`config.mk`:
```
export PLATFORM = sky130hd
export DESIGN_NAME = pfp_delay
export DESIGN_NICKNAME = d
export VERILOG_FILES = /design/src/rtl/pfp_delay.sv
export SDC_FILE = /design/constraint.sdc
export NUM_CORES = 1
export LEC_CHECK = 0
export ABC_AREA = 1
export BUFFER_PORTS_ARGS = -buffer_cell sky130_fd_sc_hd__buf_2
export CORE_MARGIN = 2
export CORE_UTILIZATION = 46
export CTS_CLUSTER_SIZE = 28
export DETAILED_ROUTE_END_ITERATION = 10
export GPL_TIMING_DRIVEN = 0
export PLACE_DENSITY = 0.71
export SYNTH_ARGS = -nofsm -noshare
export SYNTH_HDL_FRONTEND = slang
export SYNTH_SLANG_ARGS = --single-unit
export TNS_END_PERCENT = 20
```
`constraint.sdc`:
```
create_clock -name clk_i -period 0.8 [get_ports clk_i]
set_input_delay 0.04 -clock clk_i [delete_from_list [all_inputs] [get_ports clk_i]]
set_output_delay 0.04 -clock clk_i [all_outputs]
set_load 0.01 [all_outputs]
```
`src/rtl/pfp_delay.sv`:
```
// ----------------------------------------------------------------------------
// PAM fluorescence parameters: sideband delay line
// Carries a record alongside a divider chain so that it arrives together
// with the quotient.
// ----------------------------------------------------------------------------
module pfp_delay #(
  parameter int unsigned W     = 8,
  parameter int unsigned DEPTH = 4
) (
  input  logic         clk_i,
  input  logic         en_i,
  input  logic [W-1:0] data_i,
  output logic [W-1:0] data_o
);

  logic [W-1:0] tap_q [DEPTH];

  // Shift one place per advancing cycle.
  always_ff @(posedge clk_i) begin
    if (en_i) begin
      tap_q[0] <= data_i;
      for (int k = 1; k < DEPTH; k++) begin
        tap_q[k] <= tap_q[k-1];
      end
    end
  end

  assign data_o = tap_q[DEPTH-1];

endmodule

```
-- Word level (Yosys, flattened, before mapping)
Memory sizes are Yosys's and may differ from the RTL's.
Index checks and enable logic that the tools add are counted.
- flip-flop bits (word level): 0
- RAM bits: 32
- output and inout port bits: 8
- logic and storage cells: 3
- input bits: 10
- memories: 1
- memories (name ; words ; width ; read ports ; clocked after memory_dff ; write ports ; RTL line ; source):
    tap_q ; 4 ; 8 ; 4 ; 0 ; 4 ; 16 ; logic [W-1:0] tap_q [DEPTH];
- muxes and demuxes: 2
- operator list (cell ; count):
    1-bit two-way mux ; 2

-- Longest topological paths before layout
- depth in word-level cells: 2
- mapped depth: 0

-- Worst setup path after synthesis
No wires, ideal clock.
- kind: reg2reg
- start: memory tap_q[0][0]
- end: memory tap_q[1][0] (data pin)
- data required time: 534 ps
- arrival: 323 ps
- stages on the path, launching flop included: 1
- path buffers: 0
- library setup time: 266 ps
- slack: 211 ps
- cell sequence: edfxtp_1
- RTL lines (what ; RTL line):
    start: declaration ; 16

==> out/metrics.yaml <==
status: "finished, violations left"
violations: "setup timing"
power.leakage_nw: 0.442
num_io_pins: 18
crit_family: "flip-flops"
nMultiInputCombCells: 0
slowest_stage: "edfxtp_1"
place_area_mm2: 0.00108
setup_viol: 8
slew_headroom_pct: 56.7
hold_class: "in -> reg"
p_switching_uw: 540
ys_seq_elements: 32
row_count: 16
synth_area_per_cell_um2: 30.0
numCtsBuffers: 5
port_buffers: 17
clock_power_share_pct: 27.2
fillCellCount: 149
clock-skew-final_ns: 0.00752
path_buf_inv: 1
utilization_pct: 61.5
sw_frac_of_total_pct: 18.7
power_density_mw_per_mm2: 2400
p_comb_share_pct: 3.8
ant_nets: 0
synth_seq_area_share_pct: 100
drc_errors: 0
setup_tns_ns: -0.409
intPower_mw: 2.35
antenna_found_initial: 0
critical_path_arrival_ns: 0.82
via_per_inst: 4.41
synth.distinct_cells: 1
mappedNetlistArea_um2: 961
critPathKind: "reg -> out"
fin_ws_ns: -0.0578
path_clk_slew_ns: 0.09
initial_core_util_pct: 49.0
grt_pass1_wl_mm: 1.52
grt_overflow: 0
holdWs_ns: 0.283
area.growth.synth_to_final_pct: 25.5
crit_path_end_kind: "output port"
clock_sinks: 32
root_buffer: "clkbuf_4"
worst_path_largest_cell_delay_ns: 0.36
totalPowerFinal_mw: 2.89
finalNetCount: 74
rsz0062_at_grt: "true"
max_cap_viol_count: 0
tightest_slew_ns: 0.650
finalMaxSlewViolations: 0
fin_area_mm2: 0.00121
seqPwrFrac_pct: 69.0
final_cell_mix: "edfxtp_1 (32), buf_2 (17), dlygate4sd3_1 (8)"
first_pass_iters: 4
crit_fanout: 1
gr-max-usage-layer: "met2"
use_met3_pct: 5.45
tritoncts: "built"
vias: 401
fmax_ghz: 1.17
coreArea_mm2: 0.00196
dieArea_mm2: 0.00247
syn-num-nets: 42
cts-resized-gates: 0
synth_cells: 32
drive_gt1_share_pct: 35.9
largest_reg_flops: 32
period_needed_ns: 0.858
final-hold-violation-count: 0
yosys_warnings: 0
grt_pass1_vias: 399
startpoint_type: "flip-flop"
diodes: 0
final_common_cell: "edfxtp_1"
postRouteWirelength_um: 932
wl_per_cell_um: 10.2
cts_buffer_depth: 2
crit_chain: "buf_2"
grt.total_usage_pct: 9.24
die_w_um: 49.7
grt_max_degree: 33
htree_levels: 2
met2_usage_pct: 14.0
first_iter_violations: 3
required_ns: 0.76
fin_crit_sh_pct: 107
largest_register: "tap_q"
reg_top3: "tap_q: 32 flops"
fp.dieH_um: 49.7
ir_drop_uv: 1530
met1_usage_pct: 8.57
multiInputGateArea_um2: 0
clock_latency_ns: 0.31
gp_congestion: 0.583
[routing by layer]
layer | vias up | share of wire, %
li1 | 192 | -
met1 | 185 | 41
met2 | 21 | 46
met3 | 3 | 9.8
met4 | 0 | 2.3
met5 | - | 0
[power groups by stage]
| stage | Clock [mW] | Combinational (mW) | Sequential, mW |
|---|---|---|---|
| after floorplan | 0 | 0 | 2.04 |
| after global placement | 0 | 0.0792 | 2.03 |
| after detailed placement | 0 | 0.0818 | 2.03 |
| after CTS | 0.813 | 0.111 | 2.00 |
| after global routing | 0.894 | 0.121 | 2.01 |
| final | 0.785 | 0.110 | 2.00 |
[stage by stage]
step	cells	worst slack [ns]
floorplan	32	0.211
global placement	76	-0.131
detailed placement	76	-0.155
CTS	91	-0.0790
global route	91	-0.123
finish	91	-0.0578
[what timing repair did]
action	CTS	global route
hold buffers	8	0
endpoints found under the setup margin	8	8
setup buffers	0	0
gates cloned	0	0
hold endpoints to repair	8	0
[cell usage after synthesis (all sizes together)]
cell type	n	area, µm²
edfxtp	32	961
[cell families (layout without fill, tap and decap cells)]
group,Yosys count,count (layout),synth area share [%]
flip-flops,32,32,100
buffers and inverters,0,32,0
[path summary, 6_finish.rpt]
| path | startpoint | end | slack (ns) | cells past startpoint |
|---|---|---|---|---|
| max reg2reg | tap_q[0][0]$_DFFE_PP_ | tap_q[1][0]$_DFFE_PP_ | 0.16 | 0 |
| min reg2reg | tap_q[0][5]$_DFFE_PP_ | tap_q[1][5]$_DFFE_PP_ | 0.42 | 0 |
| max | tap_q[3][2]$_DFFE_PP_ | data_o[2] | -0.06 | 1 |
| min | en_i | tap_q[0][1]$_DFFE_PP_ | 0.28 | 1 |
[cell type report]
class	count	area (µm²)	share of cell area, %
Clock buffer	6	41.3	3.42
Clock inverter	1	5.00	0.415
Sequential cell	32	961	79.7
Tap cell	27	33.8	2.80
Timing Repair Buffer	25	165	13.7
No activity file was read; power rests on OpenSTA's default activity.
