### src/rtl/pfp_div_cell.sv
// ----------------------------------------------------------------------------
// PAM fluorescence parameters: divider cell
// One restoring division step: shifts in one numerator bit, compares with
// the divisor and hands remainder, quotient and operands to the next cell.
// ----------------------------------------------------------------------------
module pfp_div_cell #(
  parameter int unsigned DEN_W = 16,
  parameter int unsigned Q_W   = 16
) (
  input  logic             clk_i,
  input  logic             en_i,
  input  logic [DEN_W-1:0] rem_i,
  input  logic [Q_W-1:0]   num_i,
  input  logic [Q_W-1:0]   quo_i,
  input  logic [DEN_W-1:0] den_i,
  output logic [DEN_W-1:0] rem_o,
  output logic [Q_W-1:0]   num_o,
  output logic [Q_W-1:0]   quo_o,
  output logic [DEN_W-1:0] den_o
);

  logic [DEN_W:0]   trial;
  logic [DEN_W:0]   diff;
  logic             ge;
  logic [DEN_W-1:0] rem_d;

  // Trial subtraction of the divisor from the shifted remainder.
  always_comb begin
    trial = {rem_i, num_i[Q_W-1]};
    diff  = trial - {1'b0, den_i};
    ge    = (trial >= {1'b0, den_i});
    rem_d = ge ? diff[DEN_W-1:0] : trial[DEN_W-1:0];
  end

  // Hand the step result to the next cell.
  always_ff @(posedge clk_i) begin
    if (en_i) begin
      rem_o <= rem_d;
      num_o <= {num_i[Q_W-2:0], 1'b0};
      quo_o <= {quo_i[Q_W-2:0], ge};
      den_o <= den_i;
    end
  end

endmodule

### src/rtl/pfp_divider.sv
// ----------------------------------------------------------------------------
// PAM fluorescence parameters: pipelined divider
// A chain of Q_W division cells, one quotient bit per cell. The numerator
// must be below the divisor times 2^Q_W. Rounding is left to the user, who
// gets the final remainder and divisor.
// ----------------------------------------------------------------------------
module pfp_divider #(
  parameter int unsigned NUM_W = 32,
  parameter int unsigned DEN_W = 16,
  parameter int unsigned Q_W   = 16
) (
  input  logic             clk_i,
  input  logic             en_i,
  input  logic [NUM_W-1:0] num_i,
  input  logic [DEN_W-1:0] den_i,
  output logic [Q_W-1:0]   quo_o,
  output logic [DEN_W-1:0] rem_o,
  output logic [DEN_W-1:0] den_o
);

  logic [DEN_W-1:0] rem_s [Q_W+1];
  logic [Q_W-1:0]   num_s [Q_W+1];
  logic [Q_W-1:0]   quo_s [Q_W+1];
  logic [DEN_W-1:0] den_s [Q_W+1];

  // Remainder starts as the high numerator bits; user must keep them < divisor.
  generate
    if (NUM_W > Q_W) begin : g_high
      assign rem_s[0] = DEN_W'(num_i[NUM_W-1:Q_W]);
    end else begin : g_nohigh
      assign rem_s[0] = '0;
    end
  endgenerate

  assign num_s[0] = num_i[Q_W-1:0];
  assign quo_s[0] = '0;
  assign den_s[0] = den_i;

  // Row of identical cells.
  generate
    for (genvar k = 0; k < Q_W; k++) begin : g_cell
      pfp_div_cell #(
        .DEN_W(DEN_W),
        .Q_W  (Q_W)
      ) u_cell (
        .clk_i(clk_i),
        .en_i (en_i),
        .rem_i(rem_s[k]),
        .num_i(num_s[k]),
        .quo_i(quo_s[k]),
        .den_i(den_s[k]),
        .rem_o(rem_s[k+1]),
        .num_o(num_s[k+1]),
        .quo_o(quo_s[k+1]),
        .den_o(den_s[k+1])
      );
    end
  endgenerate

  assign quo_o = quo_s[Q_W];
  assign rem_o = rem_s[Q_W];
  assign den_o = den_s[Q_W];

endmodule

### config.mk
export PLATFORM = sky130hd
export DESIGN_NAME = pfp_divider
export DESIGN_NICKNAME = d
export VERILOG_FILES = /design/src/rtl/pfp_div_cell.sv /design/src/rtl/pfp_divider.sv
export SDC_FILE = /design/constraint.sdc
export NUM_CORES = 1
export LEC_CHECK = 0
export BUFFER_PORTS_ARGS = -buffer_cell sky130_fd_sc_hd__buf_2
export CAP_MARGIN = 30
export CORE_UTILIZATION = 50
export DETAILED_ROUTE_END_ITERATION = 16
export GPL_TIMING_DRIVEN = 0
export PLACE_DENSITY = 0.73
export SKIP_CTS_REPAIR_TIMING = 1
export SLEW_MARGIN = 20
export SYNTH_ARGS = -nofsm -noshare
export SYNTH_HDL_FRONTEND = slang
export SYNTH_HIERARCHICAL = 1
export SYNTH_SLANG_ARGS = --single-unit
### constraint.sdc
create_clock -name clk_i -period 5.5 [get_ports clk_i]
set_input_delay 0.55 -clock clk_i [delete_from_list [all_inputs] [get_ports clk_i]]
set_output_delay 0.55 -clock clk_i [all_outputs]
set_load 0.02 [all_outputs]
Word level (Yosys, flattened, before mapping). Cells that the tools add are included.

Input port bits: 50. Word-level logic and storage cells: 111. Output and inout bits: 48. Register bits: 768.

Add/sub/neg operators: 16. Mux-type cells: 16. $lt $le $gt $ge: 16.

Operators with widths (count): $ge 17x16->1 (16); $mux 16 (16); $sub 16x16->16 (16).

Logic depth before layout (Yosys ltp). Gate-level depths: netlist (run 1).

Word-level depth: 2. Depth in mapped cells: 11. Depth with buffers taken out: 9.

Hierarchy. The synthesis (run 1) kept the hierarchy.

Modules (own cells, without submodules): pfp_div_cell at g_cell[11].u_cell ... (cells each 220, instances 11, area an instance 3047.9 µm², seq. area each 1891.8 µm²); pfp_div_cell at g_cell[0].u_cell ... (cells each 222, instances 4, area an instance 3133.0 µm², seq. area each 1891.8 µm²); pfp_div_cell at g_cell[2].u_cell (cells each 224, instances 1, area an instance 3121.7 µm², seq. area each 1891.8 µm²); pfp_divider (cells each 1, instances 1, area an instance 3.8 µm², seq. area each 0.0 µm²).

Worst setup path after synthesis (run 1). Ideal clock, no wire load.

Path type: input port to flip-flop. Start point: in den_i[6]. End point: reg g_cell[0].u_cell.rem_o[10], data pin. Path buffers: 1. Data arrival time: 2.848 ns. Required time: 5.240 ns. Cell stages on the path: 9. Setup slack: 2.392 ns. Library setup time: 0.260 ns. Cell sequence: inv_1 ha_1 a211oi_2 o211ai_2 a221oi_4 a211oi_2 a2111oi_4 buf_6 mux2_4.

Longest elaborated chain between the ends: 2. Elaborated cells on any way between the ends: 3. Those cells by class: add/sub (1); order compare (1); mux (1).

RTL lines: from (decl) (RTL line pfp_divider.sv:15) `input logic [DEN_W-1:0] den_i,`; $sub 16x16->16 / $ge 17x16->1 (equally long branches) (RTL line pfp_div_cell.sv:30, pfp_div_cell.sv:31); $mux 16 * (RTL line pfp_div_cell.sv:32) `rem_d = ge ? diff[DEN_W-1:0] : trial[DEN_W-1:0];`; net g_cell[0].u_cell.rem_d[10] (RTL line pfp_div_cell.sv:25) `logic [DEN_W-1:0] rem_d;`; to (signal assigned) (RTL line pfp_div_cell.sv:38) `rem_o <= rem_d;`; to (decl) (RTL line pfp_div_cell.sv:16) `output logic [DEN_W-1:0] rem_o,`.

The timed path passes the listed nets; every way through them passes the cells marked *. A chain may end at the register's enable or synchronous reset.

Worst setup path in the final report (run 1).
Start point: reg g_cell[6].u_cell.den_o[1]. End point: reg g_cell[7].u_cell.rem_o[12], data pin.

Longest elaborated chain between the ends: 2. Elaborated cells on any way between the ends: 3. Those cells by class: add/sub (1); order compare (1); mux (1).

RTL lines: from (decl) (RTL line pfp_div_cell.sv:19) `output logic [DEN_W-1:0] den_o`; from (signal assigned) (RTL line pfp_div_cell.sv:41) `den_o <= den_i;`; $sub 16x16->16 / $ge 17x16->1 (equally long branches) (RTL line pfp_div_cell.sv:30, pfp_div_cell.sv:31); $mux 16 * (RTL line pfp_div_cell.sv:32); net g_cell[7].u_cell.rem_d[12] (RTL line pfp_div_cell.sv:25); to (signal assigned) (RTL line pfp_div_cell.sv:38); to (decl) (RTL line pfp_div_cell.sv:16).

Marks and branches as above.

==> impl_results.md, run 1 <==
- Launching point of the worst reg2reg path: g_cell[6].u_cell/den_o[1]$_DFFE_PP_
- Commonest non-fill, non-tap cell in the layout: edfxtp_1
- I/O Buffers: 97
- CTS tree: built
- Reg2Reg Setup Slack: roughly 1.9 ns
- RSZ-0062 raised after global routing: false
- Post-DRT Antenna Nets: 0
- Number of global-route vias before repair: between 20,000 and 30,000
- Clock slew at the register clock pins of the worst setup and hold paths: 0.06 ns
- Pwr/cell area: approximately 560 nW/um^2
- Largest net degree at the start of global routing: 107
- Area of the core: around 82,000 um^2
- TritonRoute pass-1 iters: 7
- CTS H-tree lvls: 3
- Grt total ovfl: 0
- Clock Path Buffers: 3
- Avg Inst Size Synth: ~13 um^2
- Placer Congestion: between 0.8 and 0.9
- Fillcell total: between 6,000 and 7,000
- Reported max-cap violation count: 0
- YS warnings: 6
- Leak pwr: approximately 19 nW
- Max Freq: about 280 MHz
- # placed instances: around 4,400
- Commonest non-fill, non-tap cells in the layout: edfxtp_1 (768), inv_1 (354), ha_1 (256)
- CP startpoint kind: register
- Mapped cell area: about 42,000 um^2
- Setup CP Type: reg2reg
- Die Area: 84,700 um^2
- WL per Instance: between 15 and 20 um
- Fin crit period: around 3.6 ns
- Total GRT Usage: 0.186
- Start point of the critical path: g_cell[6].u_cell/den_o[1]$_DFFE_PP_
- WP data required: around 5.9 ns
- Worst hold path class: in2reg
- Crit end category: register
- Via count: between 20,000 and 30,000
- Area delta synth->final: 11.2%
- Setup TNS: 0 ns
- Maximum fanout along the worst path: 10
- Clock Skews: around 0.022 ns
- Die H: just under 300 um
- Max-slew violations: 0
- Final nets: 3,772
- Endpoints failing hold: 0
- Synthesized instance count: roughly 3,300
- Ports: approximately 100
- Initial antenna violation count: 1
- Die Wd: between 200 and 300 um
- Status: completed
- Starting Density: 0.507
- Multi-input gate area: around 17,000 um^2
- Layout Cells excl Fill: approximately 4,600
- Setup violators final: 0
- First-pass GRT wire length: 128,000 um
- Final worst path period share: 0.659
- Clock Latency Late Sink: 0.64 ns
- Depth of the most critical reg-to-reg path: 9
- Avg Vias per Cell: roughly 5.6
- Least-Margin Pin Slew: ~0.83 ns
- WP data arrival: around 4 ns
- Final WL: 79,000 um
- CP endpoint: g_cell[7].u_cell/rem_o[12]$_DFFE_PP_
- Number of CTS-inserted buffers: 83
- Slew Limit Headroom: 0.449
- Initial DRC Count: 1,456
- Share of layout cells above drive strength 1: 0.171
- Placement Rows: approximately 110
- Clk sinks: around 770
- Mapped Nets: 3,582
- Clock Tree Root: clkbuf_16
- DRC Markers: 0
- VDD IR max: 276 uV
- Post-DP HPWL: about 58,000 um
- Reg area: approximately 23,000 um^2
- Worst flop-to-flop path endpoint: g_cell[7].u_cell/rem_o[12]$_DFFE_PP_
how the worst min path moves through the flow:
stage | cells after the start | from | end | slack [ns]
3_3_place_gp | 0 | g_cell[7].u_cell/quo_o[7]$_DFFE_PP_ | g_cell[8].u_cell/quo_o[8]$_DFFE_PP_ | 0.40
5_1_grt | 1 | num_i[14] | g_cell[0].u_cell/num_o[15]$_DFFE_PP_ | 0.05
3_5_place_dp | 0 | g_cell[9].u_cell/num_o[12]$_DFFE_PP_ | g_cell[10].u_cell/num_o[13]$_DFFE_PP_ | 0.40
4_1_cts | 1 | num_i[14] | g_cell[0].u_cell/num_o[15]$_DFFE_PP_ | 0.05
2_1_floorplan | 0 | g_cell[9].u_cell/num_o[10]$_DFFE_PP_ | g_cell[10].u_cell/num_o[11]$_DFFE_PP_ | 0.40
6_report | 1 | num_i[14] | g_cell[0].u_cell/num_o[15]$_DFFE_PP_ | 0.09
registers in the layout (all words and copies together) (netlist names):
| name | count |
|---|---|
| g_cell.u_cell/quo_o | 136 |
| g_cell.u_cell/den_o | 256 |
| g_cell.u_cell/num_o | 120 |
| g_cell.u_cell/rem_o | 256 |
report_power, final:
part / internal [W] / switching (W)
clock network: 0.00315 / 0.00225
logic: 0.00554 / 0.00599
registers: 0.00829 / 0.000638
through the flow:
stage          setup WS, ns  power, W  area, um^2  utilization  hold slack, ns
2_1_floorplan          2.39    0.0180       41800            -           0.400
6_report               1.88    0.0259       46500        0.564          0.0892
5_1_grt                1.67    0.0275       46500        0.564          0.0545
3_5_place_dp           1.79    0.0205       43800        0.532           0.405
4_1_cts                1.77    0.0260       46500        0.564          0.0468
3_3_place_gp          -7.75    0.0204       43600        0.530           0.401
area by class of cell:
type                    instances  share of cell area
repair buffers                105              0.0154
plain buffers                  68              0.0105
diodes                          1           0.0000538
flip-flops and latches        768               0.496
inverters                     355              0.0287
multi-input cells            2069               0.364
clock buffers                 106              0.0479
well taps                    1070              0.0288
clock inverters                43             0.00861
worst max-delay path, cell delays in order, from the launching register on:
cell       delay [ns]
edfxtp_1         0.39
inv_1            0.06
ha_1             0.30
nor2b_1          0.15
o31a_1           0.31
o31ai_1          0.60
a211oi_2         0.19
a2111oi_4        0.77
buf_6            0.28
mux2_4           0.32
per-layer routing:
metal,vias up,global-route usage,share of wire
met5,-,0,0
met4,0,0.0616,0.028
met3,145,0.0276,0.032
met2,463,0.332,0.51
met1,12300,0.229,0.43
li1,12700,-,-
Power figures use the tool's default switching activity.
==> run 2, diff against run 1 <==
--- a/config.mk
+++ b/config.mk
@@ -5,6 +5,7 @@
 export SDC_FILE = /design/constraint.sdc
 export NUM_CORES = 1
 export LEC_CHECK = 0
+export ABC_AREA = 1
 export BUFFER_PORTS_ARGS = -buffer_cell sky130_fd_sc_hd__buf_2
 export CAP_MARGIN = 30
 export CORE_UTILIZATION = 50
==> constraint.sdc (replaced) <==
create_clock -name clk_i -period 3.5 [get_ports clk_i]
set_input_delay 0.35 -clock clk_i [delete_from_list [all_inputs] [get_ports clk_i]]
set_output_delay 0.35 -clock clk_i [all_outputs]
set_load 0.02 [all_outputs]
==> run 2 against run 1 <==
  * Register-to-register slack worse by 0.73 ns
  * Clock skew rose by 0.0028 ns
  * Synthesized cell count rose by 56%
  * Combinational power increased by 61%
  * Cell count grew 43%
  * Area after synthesis grew 6.9%
  * Critical path depth down 2
  * Sequential cell count is the same
  * Largest power group unchanged
==> impl_results.md, run 2 <==
- Reported max-cap violation count: 0
- Fin crit period: approximately 3.0 ns
- Post-DRT Antenna Nets: 0
- Clk sinks: about 770
- Final worst path period share: 0.844
- Clock Latency Late Sink: 0.64 ns
- TritonRoute pass-1 iters: 6
- Ports: 98
- Max-slew violations: 0
- Post-DP HPWL: 78,600 um
- Total GRT Usage: 0.225
- Initial DRC Count: approximately 2,700
- Final nets: around 5,600
- Grt total ovfl: 0
- Placer Congestion: 0.932
- GRT Max-Usage Layer: met2
- Avg Vias per Cell: 4.98
- Number of CTS-inserted buffers: 85
- Final WL: 102,000 um
- Pwr/cell area: ~830 nW/um^2
- Endpoints failing hold: 0
- Die Wd: 301 um
- Worst hold path class: in2reg
- Least-Margin Pin Slew: between 0.5 and 0.6 ns
- Synthesized instance count: 5,084
- Crit end category: register
- Slew Limit Headroom: 0.621
- GR Util met3: 0.0339
- Reg area: 23,100 um^2
- Area of the core: 88,400 um^2
- WP data required: 3.77 ns
- Initial antenna violation count: 1
- Top Registers: g_cell.u_cell/den_o: 256 flops, g_cell.u_cell/rem_o: 256 flops, g_cell.u_cell/quo_o: 136 flops
- Met1 Track Usage GR: 0.317
- Clock Tree Root: clkbuf_16
- Clock slew at the register clock pins of the worst setup and hold paths: roughly 0.060 ns
- Max Freq: between 300 and 400 MHz
- Die H: roughly 300 um
- Avg Inst Size Synth: 8.78 um^2
- Via count: ~33,000
- Commonest non-fill, non-tap cell in the layout: nand2_1
- Hold Slack: 0.0591 ns
- Multi-input gate area: 17,300 um^2
- Commonest non-fill, non-tap cells in the layout: nand2_1 (1,848), inv_1 (956), edfxtp_1 (768)
- Pre-CTS worst setup slack: -0.187 ns
- Fin worst setup slack: around 0.55 ns
- Placement Rows: 109
- Fillcell total: 7,845
- Clock Skews: ~0.025 ns
- Setup violators final: 0
- Grt met2 use: 0.365
- Clock Path Buffers: 3
- VDD IR max: roughly 380 uV
- CTS tree: built
- WL per Instance: 15.5 um
- WP data arrival: between 3 and 4 ns
- Share of layout cells above drive strength 1: 0.0917
- Mapped Nets: 5,406
- Area delta synth->final: 11.6%
- Largest net degree at the start of global routing: 107
- Mapped cell area: 44,700 um^2
- Maximum fanout along the worst path: roughly 110
- Setup CP Type: in2reg
- Number of global-route vias before repair: between 30,000 and 40,000
- Die Area: 90,500 um^2
- YS warnings: 6
- CP startpoint kind: input pin
- I/O Buffers: 97
- CTS H-tree lvls: 3
- Diodes inserted: 0
- First-pass GRT wire length: 161,000 um
- Status: completed
- RSZ-0062 raised after global routing: false
- Leak pwr: about 25 nW
- DRC Markers: 0
- Starting Density: 0.505
-- run 2: area by class of cell --
cell class	count	area share
sequential	768	0.463
multi-input combinational	3296	0.347
inverter	968	0.0729
clock buffer	100	0.0447
tap	1165	0.0293
timing repair buffer	136	0.0206
buffer	52	0.0137
clock inverter	57	0.00924
-- run 2: metrics by stage --
| step | TNS (ns) | total power, W | utilization | std cells | instance area, um^2 |
|---|---|---|---|---|---|
| final | 0 | 0.0413 | 0.564 | 6542 | 49800 |
| after detailed placement | -14.01 | 0.0325 | 0.530 | 6354 | 46800 |
| after floorplan | 0 | 0.0277 | - | 5084 | 44700 |
| after global routing | 0 | 0.0444 | 0.564 | 6542 | 49800 |
| after global placement | -7241.13 | 0.0324 | 0.527 | 6346 | 46600 |
| after CTS | 0 | 0.0413 | 0.560 | 6511 | 49500 |
-- run 2: worst paths after layout --
kind                                                              end  cells after the start                                 start  slack, ns
worst min register to register   g_cell[15].u_cell/quo_o[1]$_DFFE_PP_                      0  g_cell[14].u_cell/quo_o[0]$_DFFE_PP_       0.40
worst max register to register  g_cell[13].u_cell/rem_o[13]$_DFFE_PP_                     11  g_cell[12].u_cell/rem_o[1]$_DFFE_PP_       1.15
worst max-delay path             g_cell[10].u_cell/quo_o[6]$_DFFE_PP_                      7                                  en_i       0.55
worst min-delay path             g_cell[0].u_cell/rem_o[11]$_DFFE_PP_                      3                             num_i[26]       0.06
-- run 2: report_power, final --
| group | internal [W] | total [W] | leakage (nW) | switching [W] |
|---|---|---|---|---|
| logic | 0.00661 | 0.0185 | 15.7 | 0.0118 |
| clock network | 0.00494 | 0.00861 | 1.29 | 0.00366 |
| registers | 0.0130 | 0.0142 | 7.52 | 0.00119 |
| total | 0.0246 | 0.0413 | 24.5 | 0.0167 |
-- run 2: metal layers --
metal | share of wire | wire length, um
met1 | 0.46 | 47000
met2 | 0.46 | 46700
met3 | 0.059 | 5950
met4 | 0.018 | 1860
met5 | 0 | 0
-- run 2: critical path: stages --
cell and delay, ns:
buf_8 0.27, buf_16 0.35, buf_16 0.40, buf_16 0.37, buf_16 0.39, buf_16 0.44, buf_16 0.34
